[src/hdl/swm_pkg.sv]
package swm_pkg;

    localparam int WINDOW_SPAN_DEF  = 32;
    localparam int SAMPLE_WIDTH_DEF = 16;
    localparam int MAX_ROWS_DEF     = 4096;

    localparam int OFFSET_W    = 6;
    localparam int OFS_EXT_W   = 8;
    localparam int TABLE_DEPTH = 32;
    localparam int TABLE_IDX_W = 5;
    localparam int ROW_INDEX_W = 12;
    localparam int OUT_DATA_W  = 16;
    localparam int CFG_IDX_W   = 2;
    localparam int CFG_DATA_W  = 6;

    typedef enum logic [CFG_IDX_W-1:0] {
        CFG_FIRST_OFFSET   = 2'd0,
        CFG_LAST_OFFSET    = 2'd1,
        CFG_MASKING_ENABLE = 2'd2
    } cfg_reg_t;

    typedef enum logic {
        KIND_DATA  = 1'b0,
        KIND_TABLE = 1'b1
    } item_kind_t;

    typedef struct packed {
        logic                        shift;
        logic                        col_end;
        logic                        active;
        logic signed [OFS_EXT_W-1:0] first;
        logic signed [OFS_EXT_W-1:0] hi;
        logic                        load_en;
        logic [TABLE_IDX_W-1:0]      load_idx;
    } cell_ctrl_t;

endpackage

[src/hdl/swm_cell.sv]
module swm_cell #(
    parameter int AGE          = 1,
    parameter int WINDOW_SPAN  = swm_pkg::WINDOW_SPAN_DEF,
    parameter int SAMPLE_WIDTH = swm_pkg::SAMPLE_WIDTH_DEF
) (
    input  logic                           clk,
    input  logic                           rst_n,
    input  swm_pkg::cell_ctrl_t            ctrl,
    input  logic signed [SAMPLE_WIDTH-1:0] new_sample,
    input  logic signed [SAMPLE_WIDTH-1:0] load_value,
    input  logic signed [SAMPLE_WIDTH-1:0] prev_sample,
    input  logic                           prev_mark,
    input  logic                           prev_valid,
    output logic signed [SAMPLE_WIDTH-1:0] sample,
    output logic                           mark,
    output logic                           valid,
    output logic                           neg_hit,
    output logic                           pos_hit
);

    localparam int EW = swm_pkg::OFS_EXT_W;
    localparam int IW = swm_pkg::TABLE_IDX_W;
    localparam int SW = SAMPLE_WIDTH;
    localparam logic signed [EW-1:0] POS_OFS = EW'(AGE);
    localparam logic signed [EW-1:0] NEG_OFS = -POS_OFS;
    localparam bit COMPARE_EN = (AGE < WINDOW_SPAN);

    logic signed [SW-1:0] sample_reg;
    logic signed [SW-1:0] thr_neg_reg;
    logic signed [SW-1:0] thr_pos_reg;
    logic                 mark_reg;
    logic                 mark_next;
    logic                 valid_reg;
    logic                 valid_next;

    logic [EW-1:0]        key_neg;
    logic [EW-1:0]        key_pos;
    logic                 neg_in_range;
    logic                 pos_in_range;
    logic signed [SW:0]   own_ext;
    logic signed [SW:0]   new_ext;
    logic signed [SW:0]   sum_neg;
    logic signed [SW:0]   sum_pos;

    assign key_neg = NEG_OFS - ctrl.first;
    assign key_pos = POS_OFS - ctrl.first;

    assign neg_in_range = ctrl.active && (NEG_OFS >= ctrl.first) && (NEG_OFS <= ctrl.hi);
    assign pos_in_range = ctrl.active && (POS_OFS >= ctrl.first) && (POS_OFS <= ctrl.hi);

    assign own_ext = $signed({sample_reg[SW-1], sample_reg});
    assign new_ext = $signed({new_sample[SW-1], new_sample});
    assign sum_neg = own_ext + $signed({thr_neg_reg[SW-1], thr_neg_reg});
    assign sum_pos = new_ext + $signed({thr_pos_reg[SW-1], thr_pos_reg});

    assign neg_hit = COMPARE_EN && valid_reg && neg_in_range && (sum_neg < new_ext);
    assign pos_hit = COMPARE_EN && valid_reg && pos_in_range && (sum_pos < own_ext);

    always_comb
    begin
        mark_next  = mark_reg;
        valid_next = valid_reg;
        if (ctrl.shift)
        begin
            mark_next  = prev_mark;
            valid_next = prev_valid && !ctrl.col_end;
        end
    end

    always_ff @(posedge clk or negedge rst_n)
    begin
        if (!rst_n)
        begin
            mark_reg  <= 1'b0;
            valid_reg <= 1'b0;
        end
        else
        begin
            mark_reg  <= mark_next;
            valid_reg <= valid_next;
        end
    end

    always_ff @(posedge clk)
    begin
        if (ctrl.shift)
        begin
            sample_reg <= prev_sample;
        end
        if (ctrl.load_en && (ctrl.load_idx == key_neg[IW-1:0]))
        begin
            thr_neg_reg <= load_value;
        end
        if (ctrl.load_en && (ctrl.load_idx == key_pos[IW-1:0]))
        begin
            thr_pos_reg <= load_value;
        end
    end

    assign sample = sample_reg;
    assign mark   = mark_reg;
    assign valid  = valid_reg;

endmodule

[config.mk]
export PLATFORM = sky130hd
export DESIGN_NAME = swm_cell
export DESIGN_NICKNAME = d
export VERILOG_FILES = /design/src/hdl/swm_pkg.sv /design/src/hdl/swm_cell.sv
export SDC_FILE = /design/constraint.sdc
export NUM_CORES = 1
export LEC_CHECK = 0
export BUFFER_PORTS_ARGS = -buffer_cell sky130_fd_sc_hd__buf_4
export CAP_MARGIN = 20
export CORE_MARGIN = 2
export CORE_UTILIZATION = 55
export DETAILED_ROUTE_END_ITERATION = 8
export PLACE_DENSITY_LB_ADDON = 0.05
export SYNTH_ARGS = -nofsm -noshare
export SYNTH_HDL_FRONTEND = slang
export SYNTH_SLANG_ARGS = --single-unit
[constraint.sdc]
create_clock -name clk -period 4.5 [get_ports clk]
set_input_delay 0.45 -clock clk [delete_from_list [all_inputs] [get_ports clk]]
set_output_delay 0.45 -clock clk [all_outputs]
set_load 0.01 [all_outputs]
==> results of run 1 <==
[synth_stat cells, types with 3 or more instances]
cell type	n
nand2b_1	6
nor2b_1	4
ha_1	65
nor2_1	22
nand2_1	18
o21a_1	4
xnor2_1	18
nand4_1	13
edfxtp_1	48
nor3_1	5
o21bai_1	3
a2111oi_0	3
xor2_1	13
nand3_1	4
and3_1	3
a21o_1	25
a21oi_1	32
o21ai_0	19
inv_1	44
[logic make-up after synthesis]
logic type | after synthesis | synth area share (%)
buffers and inverters | 46 | 4.281
DFF | 50 | 36.97
xor gates and xnor gates | 31 | 6.731
adders and majority gates | 67 | 21.15
muxes | 3 | 0.7754
AOI/OAI and AO/OA | 112 | 19.14
and+or+nand+nor | 85 | 10.95
[metrics by stage]
stage / worst slack [ns] / hold WS, ns / util (%) / instance area, um2 / std cells
after global routing: -0.05237 / 0.2922 / 69.68 / 5000 / 600
after CTS: 0.1831 / 0.2986 / 69.64 / 4997 / 600
final: 0.2034 / 0.2975 / 69.68 / 5000 / 600
after global placement: 0.3503 / 0.2320 / 68.30 / 4901 / 591
after detailed placement: 0.2959 / 0.2329 / 68.30 / 4901 / 591
after floorplan: 0.7307 / 0.1544 / - / 4034 / 394
[per-layer routing]
layer | vias to the layer above | track usage [%] | routed length [um]
met4 | 0 | 6.920 | 159
met3 | 13 | 4.296 | 701
met1 | 1528 | 32.83 | 4286
met5 | - | 0 | 0
li1 | 1685 | - | -
met2 | 128 | 39.97 | 4359
[how the worst max path moves through the flow]
stage	from	to	slack, ns	cells after the start
after floorplan	new_sample[0]	pos_hit	0.73	16
after global placement	new_sample[0]	pos_hit	0.35	18
after detailed placement	new_sample[0]	pos_hit	0.30	18
after CTS	thr_pos_reg[1]$_DFFE_PP_	pos_hit	0.18	14
after global routing	thr_pos_reg[0]$_DFFE_PP_	pos_hit	-0.05	17
final	thr_pos_reg[0]$_DFFE_PP_	pos_hit	0.20	17
[final cells by class]
cell class,count,share of cell area (%)
well taps,99,2.477
inverters,44,3.303
multi-input cells,298,47.45
clock buffers,6,1.451
repair buffers,101,15.22
flip-flops and latches,50,29.83
clock inverters,2,0.2753
[what timing repair did]
action | in CTS | in global routing
endpoints found under the setup margin | 0 | 2
gates resized for setup | 0 | 2
endpoints found under the hold margin | 2 | 0
hold buffers | 1 | 0
[power by group through the flow]
| stage | clock [mW] | sequential [mW] | combinational [mW] |
|---|---|---|---|
| global placement | 0 | 0.559 | 0.421 |
| CTS | 0.268 | 0.549 | 0.437 |
| floorplan | 0 | 0.560 | 0.273 |
| finish | 0.267 | 0.549 | 0.436 |
| global route | 0.285 | 0.551 | 0.492 |
| detailed placement | 0 | 0.559 | 0.433 |
==> flow_summary.json, run 1 <==
{
  "layout_common_cells": "100 x buf_4, 65 x ha_1, 48 x edfxtp_1",
  "detail_route.iter0.violations": 225,
  "ys_seq_elements": 50,
  "cp-start-kind": "flip-flop",
  "overflow": 0,
  "syn_nets": 538,
  "max_stage_delay_ns": 0.46,
  "status": "completed",
  "netlist_area_um2": 4034,
  "post-route-min-period_ns": 4.297,
  "cts.sink_count": 50,
  "grt_pass1_wl_um": 14700,
  "regToRegSetupSlack_ns": 3.74,
  "hp-class": "primary input to flip-flop",
  "synth.avg_cell_area_um2": 10.24,
  "dieArea_um2": 8035,
  "postRouteAntennaNets": 0,
  "area_growth_pct": 23.95,
  "num_rows": 31,
  "start_util_pct": 56.22,
  "vias_per_cell": 5.590,
  "worstSkewPairLatency_ns": 0.30,
  "max_slew_margin_pct": 54.16,
  "p_seq_share_pct": 43.8,
  "cp.required_ns": 4.05,
  "ys_top_cells_by_area": "edfxtp_1 36%, ha_1 20%, a21o_1 4.7%",
  "yosys_warnings": 0,
  "worstSetupPathType": "flip-flop to output port",
  "track_usage_pct": 24.24,
  "synth_enable_flop_cells": 48,
  "power.total_mw": 1.252,
  "critical_path_arrival_ns": 3.85,
  "fmax_mhz": 232.7,
  "seqCellArea_um2": 1491,
  "switching_share_pct": 31.44,
  "dr.pass1.iters": 4,
  "cts_root_buf": "clkbuf_8",
  "drive_gt1_share_pct": 23.35,
  "wl_um": 9507,
  "place.gp.congestion": 0.9572,
  "critical_path.top_delay_family": "compound AO/OA/AOI/OAI gates",
  "cts_tree": "yes",
  "critPathMaxFanout": 7,
  "p_int_uw": 858.2,
  "cts_buffer_depth": 2,
  "setup-violations-final": 0,
  "die_h_um": 89.64,
  "fin_worst_skew_ns": 0,
  "ys_types": 51,
  "first_global_vias": 3237,
  "tightest_slew_ns": 0.6703,
  "fillerInstances": 571,
  "io_buffers": 96,
  "die_w_um": 89.64,
  "cts_buffers": 5,
  "drv_cap": 0,
  "nNetsFinal": 644,
  "min_period_over_period_pct": 95.48,
  "r2r_end": "mark$_DFFE_PN0P_",
  "pwr-share-comb_pct": 34.9,
  "slowest_stage": "or4b_1",
  "wl_per_cell_um": 15.85,
  "synth_top_area_cell": "edfxtp_1",
  "tns_ns": 0,
  "cp_num_buf_inv": 2,
  "antenna_cells": 0,
  "post_cts_buffers": 0,
  "antenna_found_initial": 0,
  "whs_path_depth": 1,
  "end_kind": "output port",
  "grt_setup_unrepaired": "yes",
  "cts_max_level": 2,
  "yosys_most_used_dff": "edfxtp_1",
  "final_max_slew_viol_count": 0,
  "syn_inst": 394,
  "multi_input_area_um2": 2372,
  "irDropWorstVdd_uv": 163.2,
  "route.detailed.drc": 0,
  "synth-seq-area-share_pct": 36.97,
  "min_from": "prev_sample[8]",
  "p_switching_uw": 393.6,
  "layout_commonest_cell": "buf_4",
  "floorplan.core_area_um2": 7176,
  "cp_cell_sequence": "ha_1, inv_1, fa_2, nor2b_4, o31ai_4, a21oi_2, o31a_4, or4b_1, o311ai_1, ha_1, a21oi_1, nor2b_1, o211ai_1, o311ai_0, a21oi_1, mux2i_1, buf_4",
  "leakage_nw": 2.381,
  "hold_viol_final": 0,
  "num_vias": 3354,
  "async_flop_share_pct": 4.000,
  "grt_max_degree": 20,
  "r2r_cells": 1,
  "clk_pin_slew_ns": 0.10,
  "power_density_nw_per_um2": 250.4,
  "synth_top_area_share_pct": 35.73,
  "rr_startpoint": "mark$_DFFE_PN0P_",
  "p_clk_share_pct": 21.3,
  "dp.final_hpwl_um": 7836,
  "whs_endpoint": "sample[8]$_DFFE_PP_",
  "io-pin-count": 97
}
Note: power is estimated with default switching activity, not from simulation.
==> inputs of run 2 (changes only) <==
CORE_MARGIN = not set   (was 2)
==> flow_summary.json, run 2 (same netlist as run 1, synthesis figures left out) <==
{
  "status": "completed",
  "power.total_mw": 1.286,
  "fillerInstances": 537,
  "cp.required_ns": 4.05,
  "num_rows": 30,
  "slowest_stage": "or4b_4",
  "regToRegSetupSlack_ns": 3.75,
  "cts_max_level": 2,
  "cp_cell_sequence": "ha_2, inv_2, fa_2, nor2b_4, o31ai_4, a21oi_2, o31a_4, or4b_4, o311ai_2, ha_1, a21oi_2, nor2b_1, o211ai_1, o311ai_1, a21oi_1, mux2i_1, buf_4",
  "cts_root_buf": "clkbuf_8",
  "final_cells": 598,
  "post-route-util_pct": 72.74,
  "cts_buffer_depth": 2,
  "fmax_mhz": 228.4,
  "wl_um": 10020,
  "final_max_slew_viol_count": 0,
  "worstSetupPathType": "flip-flop to output port",
  "fin_worst_skew_ns": 0,
  "floorplan.core_area_um2": 6944,
  "dp.cells": 587,
  "wl_per_cell_um": 16.75,
  "dpl_worst_slack_ns": 0.2247,
  "max_stage_delay_ns": 0.49,
  "leakage_nw": 2.396,
  "tightest_slew_ns": 0.4882,
  "setup_slack_ns": 0.1208,
  "vias_per_cell": 5.681,
  "r2r_cells": 1,
  "multi_input_area_um2": 2409,
  "switching_share_pct": 32.46,
  "antenna_cells": 0,
  "route.detailed.drc": 0,
  "dieArea_um2": 7681,
  "first_global_vias": 3308,
  "irDropWorstVdd_uv": 166.2,
  "pwr-share-comb_pct": 35.0,
  "overflow": 0,
  "antenna_found_initial": 0,
  "die_w_um": 87.64,
  "layout_common_cells": "101 x buf_4, 64 x ha_1, 48 x edfxtp_1",
  "critical_path_arrival_ns": 3.93,
  "drv_cap": 0,
  "place.gp.congestion": 0.9258,
  "cts.sink_count": 50,
  "min_period_over_period_pct": 97.32,
  "seqCellArea_um2": 1491,
  "dp.final_hpwl_um": 8122,
  "clk_pin_slew_ns": 0.11,
  "grt_max_degree": 20,
  "r2r_end": "mark$_DFFE_PN0P_",
  "cpMostUsedCell": "a21oi_2",
  "cp-start-kind": "flip-flop",
  "postRouteAntennaNets": 0,
  "hold_viol_final": 0,
  "end_kind": "output port",
  "cts_tree": "yes",
  "grt_pass1_wl_um": 15220,
  "die_h_um": 87.64,
  "worstSkewPairLatency_ns": 0.31,
  "post-route-min-period_ns": 4.379,
  "setup-violations-final": 0,
  "p_int_uw": 868.7,
  "max_slew_margin_pct": 67.37,
  "start_util_pct": 58.09,
  "hp-class": "primary input to flip-flop",
  "rr_startpoint": "mark$_DFFE_PN0P_",
  "p_switching_uw": 417.4,
  "cts_buffers": 5,
  "tns_ns": 0,
  "whs_endpoint": "sample[5]$_DFFE_PP_",
  "whs_path_depth": 1,
  "p_clk_share_pct": 22.3,
  "grt_setup_unrepaired": "yes",
  "track_usage_pct": 26.32,
  "detail_route.iter0.violations": 200,
  "dr.pass1.iters": 4,
  "nNetsFinal": 645,
  "layout_commonest_cell": "buf_4",
  "power_density_nw_per_um2": 254.6,
  "area_growth_pct": 25.22,
  "drive_gt1_share_pct": 25.30,
  "io_buffers": 96,
  "p_seq_share_pct": 42.7,
  "min_from": "prev_sample[5]",
  "io-pin-count": 97,
  "num_vias": 3397,
  "critPathMaxFanout": 5
}
-- run 2: cell types whose count changed in the layout (fill, tap and decap cells not counted), sizes merged --
cell    delta
inv        +2
clkbuf     -1
clkinv     -1
buf        +1
-- run 2: power by group through the flow --
stage	Sequential [mW]	Combinational, mW	Clock [mW]
floorplan	0.560	0.273	0
global placement	0.558	0.422	0
detailed placement	0.559	0.435	0
CTS	0.549	0.439	0.294
global route	0.551	0.498	0.303
finish	0.549	0.450	0.287
-- run 2: repair_timing --
action	in CTS	in global routing
endpoints found under the setup margin	0	2
hold buffers	1	0
endpoints found under the hold margin	2	0
setup buffers	0	2
gates resized for setup	0	13
-- run 2: area by class of cell --
| cell class | count | share of cell area [%] |
|---|---|---|
| sequential | 50 | 29.53 |
| clock inverter | 3 | 0.5697 |
| tap | 96 | 2.378 |
| multi-input combinational | 298 | 47.68 |
| inverter | 44 | 3.270 |
| timing repair buffer | 102 | 15.21 |
| clock buffer | 5 | 1.362 |
-- run 2: worst max path at each step --
stage | from | endpoint | slack, ns | depth (start not counted)
after floorplan | new_sample[0] | pos_hit | 0.73 | 16
after global placement | new_sample[0] | pos_hit | 0.34 | 18
after detailed placement | new_sample[0] | pos_hit | 0.22 | 18
after CTS | thr_pos_reg[0]$_DFFE_PP_ | pos_hit | 0.10 | 17
after global routing | thr_pos_reg[0]$_DFFE_PP_ | pos_hit | -0.06 | 17
final | thr_pos_reg[0]$_DFFE_PP_ | pos_hit | 0.12 | 17
-- run 2: per-stage QoR --
stage	hold WS, ns	area, um2
after floorplan	0.1544	4034
after global placement	0.2336	4890
after detailed placement	0.2350	4890
after CTS	0.2918	4997
after global routing	0.2940	5051
final	0.3028	5051
-- run 2: metal layers --
layer  track usage, %  up-vias  share of wire [%]
li1                 -     1681                  -
met1            34.78     1601                 45
met2            45.95      108                 49
met3            3.016        7                4.8
met4            6.855        0               0.69
met5                0        -                  0
-- run 2: critical path, delay by kind of cell (launching register included) --
family	cells	cell delay, ns
buffers and inverters	2	0.20
adders and majority gates	3	0.75
and+or+nand+nor	3	0.61
AOI/OAI and AO/OA	8	1.47
muxes	1	0.21
DFF	1	0.39
